===== config.mk =====
export PLATFORM = sky130hd
export DESIGN_NAME = channel_band_frequency_mapper_unit
export DESIGN_NICKNAME = d
export VERILOG_FILES = /design/src/design/cbfm_pkg.sv /design/src/design/channel_band_frequency_mapper_unit.sv
export SDC_FILE = /design/constraint.sdc
export NUM_CORES = 2
export LEC_CHECK = 0
export ABC_CLOCK_PERIOD_IN_PS = 11200
export BUFFER_PORTS_ARGS = -buffer_cell sky130_fd_sc_hd__buf_2
export CORE_MARGIN = 2
export CORE_UTILIZATION = 55
export DETAILED_ROUTE_END_ITERATION = 10
export PLACE_DENSITY = 0.83
export SLEW_MARGIN = 10
export SYNTH_ARGS = -nofsm -noshare
export SYNTH_HDL_FRONTEND = slang
export SYNTH_SLANG_ARGS = --single-unit

===== constraint.sdc =====
create_clock -name clk_i -period 11.2 [get_ports clk_i]
set_clock_uncertainty 0.2 [all_clocks]
set_input_delay 2.24 -clock clk_i [delete_from_list [all_inputs] [get_ports clk_i]]
set_output_delay 2.24 -clock clk_i [all_outputs]
set_load 0.05 [all_outputs]

===== src/design/cbfm_pkg.sv =====
package cbfm_pkg;

  // Table geometry
  localparam int MAX_BANDS = 16;
  localparam int AW        = $clog2(MAX_BANDS);

  // Fixed field widths
  localparam int FREQ_W = 30;
  localparam int STEP_W = 24;
  localparam int CHAN_W = 16;
  localparam int QF_W   = 32;
  localparam int BC_W   = 5;
  localparam int IDX_W  = 4;
  localparam int LIM_W  = FREQ_W + 1;

  // Shared restoring divider: 32-bit dividend, one quotient bit per cycle
  localparam int DIV_W  = QF_W;
  localparam int DCNT_W = $clog2(DIV_W);

  // Configuration register index (byte address bit 2)
  localparam logic REG_BAND_COUNT = 1'b0;

  typedef enum logic [1:0] {
    REQ_WRITE = 2'd0,
    REQ_C2F   = 2'd1,
    REQ_F2C   = 2'd2,
    REQ_NONE  = 2'd3
  } req_e;

  typedef enum logic [2:0] {
    ST_IDLE,
    ST_WDIV,
    ST_WSTORE,
    ST_SEARCH,
    ST_MUL,
    ST_QDIV,
    ST_RESULT
  } state_e;

  // One band as kept in the table memory. span is the last channel offset
  // (last - first); limit is (span + 1) * step, the exclusive upper bound of
  // freq - start. en is clear for a zero step or an end a full step or more below start.
  typedef struct packed {
    logic              en;
    logic [FREQ_W-1:0] start;
    logic [STEP_W-1:0] step;
    logic [CHAN_W-1:0] first;
    logic [FREQ_W-1:0] span;
    logic [LIM_W-1:0]  limit;
  } band_entry_t;

  // Memory-side control from the sequencer
  typedef struct packed {
    logic          we;
    logic          re;
    logic [AW-1:0] raddr;
  } mem_ctrl_t;

endpackage


===== src/design/channel_band_frequency_mapper_unit.sv =====
// Channel band frequency mapper.
//
//   channel | direction | handshake              | payload
//   --------+-----------+------------------------+----------------------------------
//   in      | in        | in_valid_i / in_stall_o  | req_type_i, band_*_i, query_*_i
//   out     | out       | out_valid_o / out_stall_i| found_o, center_freq_o,
//           |           |                        | channel_out_o
//   cfg     | in        | APB psel/penable/pready | band_count at byte address 0
//
// Steps: a band write runs the bit-serial span divide, then one store; a
// channel-to-frequency query reads one table entry per band searched, then one multiply;
// frequency-to-channel runs the bit-serial divide after the search.
// Reset clears sequencer, output valid and band_count; the table has no reset.
// Input stalls while a transaction runs; a result held by out_stall_i blocks
// only the next transaction's result cycle.
module channel_band_frequency_mapper_unit
  import cbfm_pkg::*;
(
  input  logic              clk_i,
  input  logic              rst_ni,

  input  logic              in_valid_i,
  output logic              in_stall_o,
  input  logic [1:0]        req_type_i,
  input  logic [IDX_W-1:0]  band_index_i,
  input  logic [FREQ_W-1:0] band_start_freq_i,
  input  logic [FREQ_W-1:0] band_end_freq_i,
  input  logic [STEP_W-1:0] band_step_freq_i,
  input  logic [CHAN_W-1:0] band_first_channel_i,
  input  logic [CHAN_W-1:0] query_channel_i,
  input  logic [QF_W-1:0]   query_freq_i,

  output logic              out_valid_o,
  input  logic              out_stall_i,
  output logic              found_o,
  output logic [FREQ_W-1:0] center_freq_o,
  output logic [CHAN_W-1:0] channel_out_o,

  input  logic              psel,
  input  logic              penable,
  input  logic              pwrite,
  input  logic [2:0]        paddr,
  input  logic [31:0]       pwdata,
  output logic [31:0]       prdata,
  output logic              pready
);

  // ---------------------------------------------------------------------
  // Configuration
  // ---------------------------------------------------------------------
  logic [BC_W-1:0] band_count_q;
  logic [BC_W-1:0] n_cnt;
  logic            cfg_wr;

  assign pready = 1'b1;
  assign cfg_wr = psel && penable && pwrite && (paddr[2] == REG_BAND_COUNT);
  assign prdata = (paddr[2] == REG_BAND_COUNT) ? 32'(band_count_q) : 32'd0;

  // Counts above the table depth search the whole table
  assign n_cnt = (int'(band_count_q) > MAX_BANDS) ? BC_W'(MAX_BANDS) : band_count_q;

  // ---------------------------------------------------------------------
  // State
  // ---------------------------------------------------------------------
  state_e state_q, state_d;
  mem_ctrl_t mc;

  logic        acc;
  logic        out_free;
  logic        out_load;

  req_e              req_q;
  logic [IDX_W-1:0]  idx_q;
  logic [FREQ_W-1:0] wstart_q, wend_q;
  logic [STEP_W-1:0] wstep_q;
  logic [CHAN_W-1:0] wfirst_q;
  logic [CHAN_W-1:0] qch_q;
  logic [QF_W-1:0]   qfreq_q;

  logic [BC_W-1:0]   iss_q;
  logic              rd_vld_q;
  logic              rd_last_q;
  band_entry_t       rdata_q;

  logic              hit_q;
  logic [FREQ_W-1:0] m_start_q;
  logic [STEP_W-1:0] m_step_q;
  logic [CHAN_W-1:0] m_first_q;
  logic [CHAN_W-1:0] off_q;
  logic [STEP_W+CHAN_W-1:0] prod_q;

  logic [DIV_W-1:0]  dvd_q;
  logic [STEP_W-1:0] rem_q;
  logic [STEP_W-1:0] dsr_q;
  logic [DCNT_W-1:0] div_cnt_q;

  logic              out_valid_q;
  logic              found_q;
  logic [FREQ_W-1:0] center_q;
  logic [CHAN_W-1:0] chan_q;

  band_entry_t mem [MAX_BANDS];

  assign acc      = in_valid_i && !in_stall_o;
  assign out_free = !out_valid_q || !out_stall_i;

  // ---------------------------------------------------------------------
  // Band match on the entry just read
  // ---------------------------------------------------------------------
  logic [CHAN_W:0] off17;
  logic            c_hit, f_hit, f_neg, hit;
  logic [QF_W:0]   fq_lo, fq_hi;

  always_comb begin
    off17 = {1'b0, qch_q} - {1'b0, rdata_q.first};
    c_hit = rdata_q.en && !off17[CHAN_W]
            && ({{(FREQ_W-CHAN_W){1'b0}}, off17[CHAN_W-1:0]} <= rdata_q.span);
    // -step < freq - start < limit
    fq_lo = {1'b0, qfreq_q} + (QF_W+1)'(rdata_q.step);
    fq_hi = (QF_W+1)'(rdata_q.start) + (QF_W+1)'(rdata_q.limit);
    f_hit = rdata_q.en && (fq_lo > (QF_W+1)'(rdata_q.start))
            && ({1'b0, qfreq_q} < fq_hi);
    f_neg = qfreq_q < QF_W'(rdata_q.start);
    hit   = rd_vld_q && ((req_q == REQ_C2F) ? c_hit : f_hit);
  end

  // ---------------------------------------------------------------------
  // Divider step (restoring)
  // ---------------------------------------------------------------------
  logic [STEP_W:0]   rem_sh;
  logic [STEP_W+1:0] div_sub;
  logic              div_ge;

  assign rem_sh  = {rem_q, dvd_q[DIV_W-1]};
  assign div_sub = {1'b0, rem_sh} - (STEP_W+2)'(dsr_q);
  assign div_ge  = !div_sub[STEP_W+1];

  // ---------------------------------------------------------------------
  // Band entry built after the span divide
  // ---------------------------------------------------------------------
  band_entry_t       wentry;
  logic              w_ge;
  logic [FREQ_W-1:0] w_span;
  logic [FREQ_W-1:0] abs_in;

  always_comb begin
    w_ge   = wend_q >= wstart_q;
    w_span = wend_q - wstart_q;
    wentry.start = wstart_q;
    wentry.step  = wstep_q;
    wentry.first = wfirst_q;
    // End below start truncates toward zero: only a zero span survives
    wentry.en    = (wstep_q != '0) && (w_ge || (dvd_q == '0));
    wentry.span  = w_ge ? dvd_q[FREQ_W-1:0] : '0;
    wentry.limit = w_ge ? (LIM_W'(w_span) - LIM_W'(rem_q) + LIM_W'(wstep_q))
                        : LIM_W'(wstep_q);
  end

  assign abs_in = (band_end_freq_i >= band_start_freq_i)
                  ? (band_end_freq_i - band_start_freq_i)
                  : (band_start_freq_i - band_end_freq_i);

  // ---------------------------------------------------------------------
  // Sequencer: next state
  // ---------------------------------------------------------------------
  always_comb begin
    state_d = state_q;
    unique case (state_q)
      ST_IDLE: begin
        if (acc) begin
          case (req_type_i)
            REQ_WRITE: begin
              if (int'(band_index_i) < MAX_BANDS) state_d = ST_WDIV;
            end
            REQ_C2F, REQ_F2C: begin
              state_d = (n_cnt == '0) ? ST_RESULT : ST_SEARCH;
            end
            default: state_d = ST_IDLE;
          endcase
        end
      end
      ST_WDIV: begin
        if (div_cnt_q == '0) state_d = ST_WSTORE;
      end
      ST_WSTORE: state_d = ST_IDLE;
      ST_SEARCH: begin
        if (hit) begin
          if (req_q == REQ_C2F) state_d = ST_MUL;
          else state_d = f_neg ? ST_RESULT : ST_QDIV;
        end else if (rd_vld_q && rd_last_q) begin
          state_d = ST_RESULT;
        end
      end
      ST_MUL: state_d = ST_RESULT;
      ST_QDIV: begin
        if (div_cnt_q == '0) state_d = ST_RESULT;
      end
      ST_RESULT: begin
        if (out_free) state_d = ST_IDLE;
      end
      default: state_d = ST_IDLE;
    endcase
  end

  // ---------------------------------------------------------------------
  // Sequencer: outputs
  // ---------------------------------------------------------------------
  always_comb begin
    in_stall_o = (state_q != ST_IDLE);
    out_load   = (state_q == ST_RESULT) && out_free;
    mc.we      = (state_q == ST_WSTORE);
    mc.re      = (state_q == ST_SEARCH) && (iss_q < n_cnt) && !hit;
    mc.raddr   = iss_q[AW-1:0];
  end

  // ---------------------------------------------------------------------
  // Table memory
  // ---------------------------------------------------------------------
  always_ff @(posedge clk_i) begin
    if (mc.we) mem[idx_q[AW-1:0]] <= wentry;
    if (mc.re) rdata_q <= mem[mc.raddr];
  end

  // ---------------------------------------------------------------------
  // Control registers
  // ---------------------------------------------------------------------
  always_ff @(posedge clk_i or negedge rst_ni) begin
    if (!rst_ni) begin
      state_q      <= ST_IDLE;
      band_count_q <= '0;
      out_valid_q  <= 1'b0;
      rd_vld_q     <= 1'b0;
      rd_last_q    <= 1'b0;
      iss_q        <= '0;
      div_cnt_q    <= '0;
    end else begin
      state_q   <= state_d;
      rd_vld_q  <= mc.re;
      // marks the read of the last band in the search range
      rd_last_q <= mc.re && (iss_q == n_cnt - BC_W'(1));
      if (cfg_wr) band_count_q <= pwdata[BC_W-1:0];
      if (out_load) out_valid_q <= 1'b1;
      else if (!out_stall_i) out_valid_q <= 1'b0;
      if (acc) iss_q <= '0;
      else if (mc.re) iss_q <= iss_q + BC_W'(1);
      if (acc || (state_q == ST_SEARCH && hit)) div_cnt_q <= DCNT_W'(DIV_W - 1);
      else if (state_q == ST_WDIV || state_q == ST_QDIV) div_cnt_q <= div_cnt_q - DCNT_W'(1);
    end
  end

  // ---------------------------------------------------------------------
  // Datapath registers
  // ---------------------------------------------------------------------
  logic [DIV_W:0] ch33;

  assign ch33 = (DIV_W+1)'(dvd_q) + (DIV_W+1)'(m_first_q);

  always_ff @(posedge clk_i) begin
    if (acc) begin
      req_q    <= req_e'(req_type_i);
      idx_q    <= band_index_i;
      wstart_q <= band_start_freq_i;
      wend_q   <= band_end_freq_i;
      wstep_q  <= band_step_freq_i;
      wfirst_q <= band_first_channel_i;
      qch_q    <= query_channel_i;
      qfreq_q  <= query_freq_i;
      // span divide loads here; queries reload on a match
      dvd_q    <= DIV_W'(abs_in);
      rem_q    <= '0;
      dsr_q    <= band_step_freq_i;
      hit_q    <= 1'b0;
    end else if (state_q == ST_SEARCH && hit) begin
      m_start_q <= rdata_q.start;
      m_step_q  <= rdata_q.step;
      m_first_q <= rdata_q.first;
      off_q     <= off17[CHAN_W-1:0];
      hit_q     <= 1'b1;
      // frequency below start but within one step: quotient is zero
      dvd_q     <= f_neg ? '0 : (qfreq_q - QF_W'(rdata_q.start));
      rem_q     <= '0;
      dsr_q     <= rdata_q.step;
    end else if (state_q == ST_WDIV || state_q == ST_QDIV) begin
      dvd_q <= {dvd_q[DIV_W-2:0], div_ge};
      rem_q <= div_ge ? div_sub[STEP_W-1:0] : rem_sh[STEP_W-1:0];
    end
    if (state_q == ST_MUL) begin
      prod_q <= (STEP_W+CHAN_W)'(m_step_q) * (STEP_W+CHAN_W)'(off_q);
    end
    // output payload changes only when a result is loaded
    if (out_load) begin
      if (!hit_q) begin
        found_q  <= 1'b0;
        center_q <= '0;
        chan_q   <= '0;
      end else if (req_q == REQ_C2F) begin
        found_q  <= 1'b1;
        center_q <= m_start_q + prod_q[FREQ_W-1:0];
        chan_q   <= '0;
      end else begin
        center_q <= '0;
        found_q  <= (ch33[DIV_W:CHAN_W] == '0);
        chan_q   <= (ch33[DIV_W:CHAN_W] == '0) ? ch33[CHAN_W-1:0] : '0;
      end
    end
  end

  assign out_valid_o   = out_valid_q;
  assign found_o       = found_q;
  assign center_freq_o = center_q;
  assign channel_out_o = chan_q;

`ifndef SYNTH
  a_result_from_seq: assert property (@(posedge clk_i) disable iff (!rst_ni)
    $rose(out_valid_q) |-> $past(state_q == ST_RESULT))
    else $error("result loaded outside result state");

  a_miss_zero: assert property (@(posedge clk_i) disable iff (!rst_ni)
    (out_valid_o && !found_o) |-> (center_freq_o == '0 && channel_out_o == '0))
    else $error("miss carries nonzero payload");

  a_one_mode: assert property (@(posedge clk_i) disable iff (!rst_ni)
    (out_valid_o && found_o) |-> (center_freq_o == '0 || channel_out_o == '0))
    else $error("both frequency and channel set");

  a_read_in_search: assert property (@(posedge clk_i) disable iff (!rst_ni)
    rd_vld_q |-> (state_q == ST_SEARCH && iss_q <= n_cnt))
    else $error("table read outside band search");
`endif

endmodule


Yosys cells after proc, flatten, opt, wreduce, memory -nomap -nowiden
Memory sizes are Yosys's and may differ from the RTL's. A register that Yosys moved wholly into a read port is not among the register bits.
Index checks and enable logic that the tools add are counted.
{"block": "totals", "reg_bits": 419, "ramBits": 2112, "input_bits": 196, "output_inout_bits": 82, "word_cells": 151, "n_memories": 1}
{"block": "op_classes", "addsub": 15, "multipliers": 1, "n_lt_le_gt_ge": 8, "n_eq_ne": 16, "n_mux": 33, "n_bitwise": 4, "reduce_logical": 45}
{"name": "mem", "words": 16, "word_bits": 132, "rd": 1, "rd_clocked_by_memory_dff": 1, "write_ports": 1, "line_no": "channel_band_frequency_mapper_unit.sv:102", "text": "band_entry_t mem [MAX_BANDS];"}
{"operator": "$mux W32", "count": 3}
{"operator": "$mux W30", "count": 3}
{"operator": "$sub A30 B30 Y30", "count": 3}
{"operator": "$mux W24", "count": 3}
{"operator": "$ge A30 B30 Y1", "count": 2}
{"operator": "$add A32 B16 Y33", "count": 1}
{"operator": "$add A32 B24 Y33", "count": 1}
{"operator": "$gt A33 B30 Y1", "count": 1}
{"operator": "$add A30 B31 Y32", "count": 1}
{"operator": "$logic_not A32 Y1", "count": 1}
{"operator": "$lt A32 B30 Y1", "count": 1}
{"operator": "$lt A32 B32 Y1", "count": 1}
{"operator": "$sub A32 B30 Y32", "count": 1}
{"operator": "$add A31 B24 Y31", "count": 1}
{"operator": "$mux W31", "count": 1}
{"operator": "$sub A30 B24 Y31", "count": 1}
{"operator": "$add A30 B30 Y30", "count": 1}
{"operator": "$le A16 B30 Y1", "count": 1}
{"operator": "$mul A24 B16 Y30", "count": 1}
{"operator": "$mux W5", "count": 6}
{"operator": "$sub A25 B24 Y26", "count": 1}
{"operator": "$reduce_bool A24 Y1", "count": 1}
{"operator": "$mux W3", "count": 7}
{"operator": "$pmux W3 S6", "count": 1}
{"operator": "31 further kinds", "count": 78}

Logic depth before layout (Yosys ltp)
{"block": "depth", "depth_word": 10, "depth_mapped": 28, "mapped_depth_nobuf": 27}

Least setup slack after synthesis
OpenSTA, ideal clock, no wires.
{"block": "synth_path", "path_type": "flip-flop to flip-flop", "startpoint": "register state_q[0]", "endpoint": "memory mem[0][0] (netlist bit) (enable)", "arrival_time_ns": 9.996, "required_ns": 10.215, "path_slack_ns": 0.220, "stages_incl_launch_ff": 5, "path_buffers": 1, "cell_sequence": "dfrtp_1 clkbuf_1 nor4b_1 nand2b_1 nor3_1"}
{"block": "synth_between", "elab_chain_cells": 3}
{"item": "start: declaration", "line_no": "channel_band_frequency_mapper_unit.sv:65", "text": "state_e state_q, state_d;"}
{"item": "start signal: assignment", "line_no": "channel_band_frequency_mapper_unit.sv:237", "text": "state_q <= state_d;"}
{"item": "$eq A3 B2 Y1", "line_no": "channel_band_frequency_mapper_unit.sv:211", "text": "mc.we = (state_q == ST_WSTORE);"}
{"item": "$mux W1", "line_no": "channel_band_frequency_mapper_unit.sv:220", "text": "if (mc.we) mem[idx_q[AW-1:0]] <= wentry;"}
{"item": "$mux W1 (implied by the code)", "line_no": "channel_band_frequency_mapper_unit.sv:220"}
{"item": "end: declaration", "line_no": "channel_band_frequency_mapper_unit.sv:102"}
No other way between the ends.

Final worst setup path
{"block": "layout_path", "startpoint": "register rdata_q[101] (netlist name)", "endpoint": "register dvd_q[4] (enable)"}
{"block": "layout_between", "elab_chain_cells": 7, "elab_cells_between_ends": 9}
{"item": "$add A30 B31 Y32 / $gt A33 B30 Y1 (equally long branches)", "line_no": "channel_band_frequency_mapper_unit.sv:120, channel_band_frequency_mapper_unit.sv:121"}
{"item": "$lt A32 B32 Y1 / $logic_and A1 B1 Y1 (equally long branches)", "line_no": "channel_band_frequency_mapper_unit.sv:122, channel_band_frequency_mapper_unit.sv:121"}
{"item": "$logic_and A1 B1 Y1 (*)", "line_no": "channel_band_frequency_mapper_unit.sv:122", "text": "&& ({1'b0, qfreq_q} < fq_hi);"}
{"item": "$mux W1 (*)", "line_no": "channel_band_frequency_mapper_unit.sv:124", "text": "hit = rd_vld_q && ((req_q == REQ_C2F) ? c_hit : f_hit);"}
{"item": "$logic_and A1 B1 Y1 (*)", "line_no": "channel_band_frequency_mapper_unit.sv:124"}
{"item": "$logic_and A1 B1 Y1 (*)", "line_no": "channel_band_frequency_mapper_unit.sv:273", "text": "end else if (state_q == ST_SEARCH && hit) begin"}
{"item": "$reduce_bool A3 Y1 (no line) (*)"}
{"item": "end signal: assignment", "line_no": "channel_band_frequency_mapper_unit.sv:269", "text": "dvd_q <= DIV_W'(abs_in);"}
{"item": "end signal: assignment", "line_no": "channel_band_frequency_mapper_unit.sv:280", "text": "dvd_q <= f_neg ? '0 : (qfreq_q - QF_W'(rdata_q.start));"}
{"item": "end signal: assignment", "line_no": "channel_band_frequency_mapper_unit.sv:284", "text": "dvd_q <= {dvd_q[DIV_W-2:0], div_ge};"}
{"item": "end: declaration", "line_no": "channel_band_frequency_mapper_unit.sv:92", "text": "logic [DIV_W-1:0] dvd_q;"}
Mark *: on every way between the ends. The rest lies on a longest branch, timed or not.
A chain may end at the register's enable or synchronous reset.

==> run metrics <==
setup TNS 0 ns; Yosys reg bits 2,663; outcome completed; CTS tree built; Post-synth ARST share 0.00789; crit path kind flip-flop to flip-flop; fin util 0.612; via count 73,039; clock root buffer clkbuf_16; Min Hold Slack 0.296 ns; Lkg Pwr 48.5 nW; later-pin clock latency in the skew report 0.97 ns; Synth cell types 97; nets 8,813; biggest area consumer among synthesized cells edfxtp_1; DP HPWL 219,000 um; area grow syn2layout 10.9%; Warnings, synthesis 0; Synth area leaders edfxtp_1 63%, mux4_2 12%, fa_1 4.8%; top-count cell post-synth edfxtp_1; H-tree depth 5; Mean Syn Cell Area 16.6 um^2; vias in the first global route 73,649; Hold Crit Start rdata_q[63]; Post-synth EDFFs 2,615; 1st-iter DRT viols 11,452; reg-to-reg critical path startpoint rdata_q[101]; Worst EP arrival 9.40 ns; DR vias/cell 6.59; Residual DRC 0; Rel. slew slack 0.117; max-slew violations 0; Syn Inst Count 7,546; Internal Power 23.7 mW; fill count 15,396; Pwr Density 263 nW/um^2; reg2reg path depth 26; Total GRT Usage 0.309; # setup viols final 0; Worst Tran Pin Value 1.32 ns; CP startpoint kind flip-flop; VDD IR-drop max 0.198 mV; Tcrit/Tclk final 0.808; hold_buf cts 0; die span in y 481 um; grt total ovfl 0; max_cap viols 0; drt total wl 356,000 um; Ports 278; reg2reg end dvd_q[4]; reg-to-reg setup timing slack 2.15 ns; buffers added on ports 220; top cells by count, synth 2,615 x edfxtp_1, 660 x mux4_2, 579 x inv_1, 501 x nand2_1, 448 x ha_1; WL/cell 32.1 um; Inserted Clock Buffers 285; layout cells sized above 1 0.180; core area 227,000 um^2; initial antenna violation count 50; Cell Rows 175; CP required 11.55 ns; Reg clk slew, reported paths 0.06 ns; non-filler cells, final 11,091; Clock power frac 0.252; WHS Path Cells 0; Post-synth top flop edfxtp_1; die area 231,000 um^2; sequential power share 0.394; switching part of the total power 0.351; Min-Delay Endpoint m_first_q[2]; Starting Density 0.552; Worst Path Max Fanout 48; min Tclk post-route 9.05 ns; Post-Place Cells 10,594; Sw Pwr 12.8 mW; Cell Area, Synth 125,000 um^2; number of setup buffers added after CTS 0; Final ANT Viol Nets 0; die width 481 um; Post-CTS Resized 0; Hold Vio Cnt, Final 0; Synth top area share 0.627; Combinational Power Share 0.354; sequential cell area fraction in the yosys report 0.636; DR pass1 iterations 7; Max clock buf depth 4; CP Capture Type flip-flop; GP Congestion 0.976; Fmax achieved 110 MHz; first-pass GRT wire length 512,000 um; CTS Sinks 2,663; largest net degree at the start of global routing 149; Hold Crit Class flip-flop to flip-flop; RSZ-0062 raised after global routing no
[metal layers]
metal  track usage  routed length (um)  vias to the layer above
met3        0.0841               46400                     1099
met2         0.487              167000                     5383
met1         0.400              122000                    36903
met5             0                 347                        -
met4         0.153               20700                       52
li1              -                   -                    29602
[logic make-up (layout without fill, tap and decap cells)]
kind of cell             after synthesis  count (layout)  synth area share
adder cells (fa/ha/maj)              745             745            0.0923
other                                  2              44         0.0000600
multiplexers                         714             714             0.123
flip-flops                          2663            2663             0.636
XOR/XNOR                             275             275            0.0192
AO/OA/AOI/OAI                        981             981            0.0521
buffers and inverters                883            1377            0.0280
AND/OR/NAND/NOR                     1283            1283            0.0489
[stage by stage]
step,setup WS [ns],cell area [um^2],total power [mW]
after floorplan,0.220,125000,22.9
after global placement,2.31,130000,26.3
after detailed placement,2.17,130000,26.9
after CTS,2.18,139000,36.2
after global routing,1.59,139000,37.8
final,2.15,139000,36.5
[placed cells by master, fill, tap and decap left out, drive strengths merged, types with 21 or more instances in the layout]
| cell | n |
|---|---|
| bufinv | 24 |
| nor4 | 27 |
| inv | 597 |
| a211oi | 36 |
| nor2b | 81 |
| nand2b | 52 |
| nand3 | 55 |
| dfrtp | 21 |
| nor2 | 245 |
| ha | 448 |
| dfxtp | 27 |
| fa | 297 |
| mux2i | 21 |
| a31oi | 31 |
| o21ai | 186 |
| and3 | 31 |
| edfxtp | 2615 |
| o22ai | 25 |
| xor2 | 113 |
| conb | 28 |
| xnor2 | 162 |
| mux2 | 33 |
| o21a | 56 |
| and2 | 115 |
| clkbuf | 342 |
| mux4 | 660 |
| clkinv | 80 |
| buf | 314 |
| nor3 | 68 |
| a21o | 162 |
| nand4 | 39 |
| o21bai | 33 |
| a21oi | 244 |
| nand2 | 501 |
[worst max-delay path by stage]
| stage | startpoint | endpoint | slack [ns] | cells after the start |
|---|---|---|---|---|
| 2_1_floorplan | state_q[0] | mem[0][0] | 0.22 | 4 |
| 3_3_place_gp | rdata_q[101] | dvd_q[2] | 2.31 | 26 |
| 3_5_place_dp | rdata_q[101] | dvd_q[0] | 2.17 | 26 |
| 4_1_cts | rdata_q[101] | dvd_q[22] | 2.18 | 26 |
| 5_1_grt | rdata_q[101] | dvd_q[3] | 1.59 | 26 |
| 6_report | rdata_q[101] | dvd_q[4] | 2.15 | 26 |
[state kept, by name, summed over array words and instances, names as in the netlist, 24 cells and up]
signal and cells:
m_start_q 30, rem_q 24, wstep_q 24, m_step_q 24
dvd_q 32, prod_q 30, center_freq_o 30, rdata_q 132
wstart_q 30, mem 2112, qfreq_q 32, dsr_q 24
wend_q 30
[critical path: stages, from the launching register on]
cell       delay, ns
edfxtp_1        0.44
ha_1            0.21
inv_1           0.07
fa_1            0.40
nand2b_1        0.21
a21oi_1         0.23
o31ai_1         0.16
a311oi_1        0.65
o2111ai_1       0.32
a31oi_1         0.38
a41oi_1         0.20
a21oi_1         0.24
a21o_1          0.15
a21o_1          0.12
xnor2_1         0.12
ha_1            0.27
nand3_1         0.14
nor4_1          0.09
a2111oi_0       0.39
a31oi_1         0.14
a311oi_1        0.33
o211ai_2        0.27
nor2_4          0.88
nor2_4          0.40
inv_2           0.68
nor2_1          0.13
inv_2           0.79
[power groups by stage]
stage | logic [mW] | clock network (mW) | registers [mW]
6_report | 12.9 | 9.18 | 14.4
3_5_place_dp | 12.4 | 0 | 14.5
2_1_floorplan | 8.82 | 0 | 14.1
3_3_place_gp | 11.9 | 0 | 14.4
5_1_grt | 13.8 | 9.56 | 14.4
4_1_cts | 12.6 | 9.23 | 14.3
[area by class of cell]
cell class / count / area, um^2 / area share
Multi-Input combinational cell: 4026 / 42300 / 0.305
Sequential cell: 2663 / 79600 / 0.574
Tap cell: 3009 / 3760 / 0.0271
Timing Repair Buffer: 314 / 2010 / 0.0145
Antenna cell: 16 / 40.0 / 0.000288
Clock inverter: 139 / 1400 / 0.0101
Inverter: 582 / 2190 / 0.0158
Clock buffer: 342 / 7450 / 0.0537
Note: power is estimated with default switching activity, not from simulation.
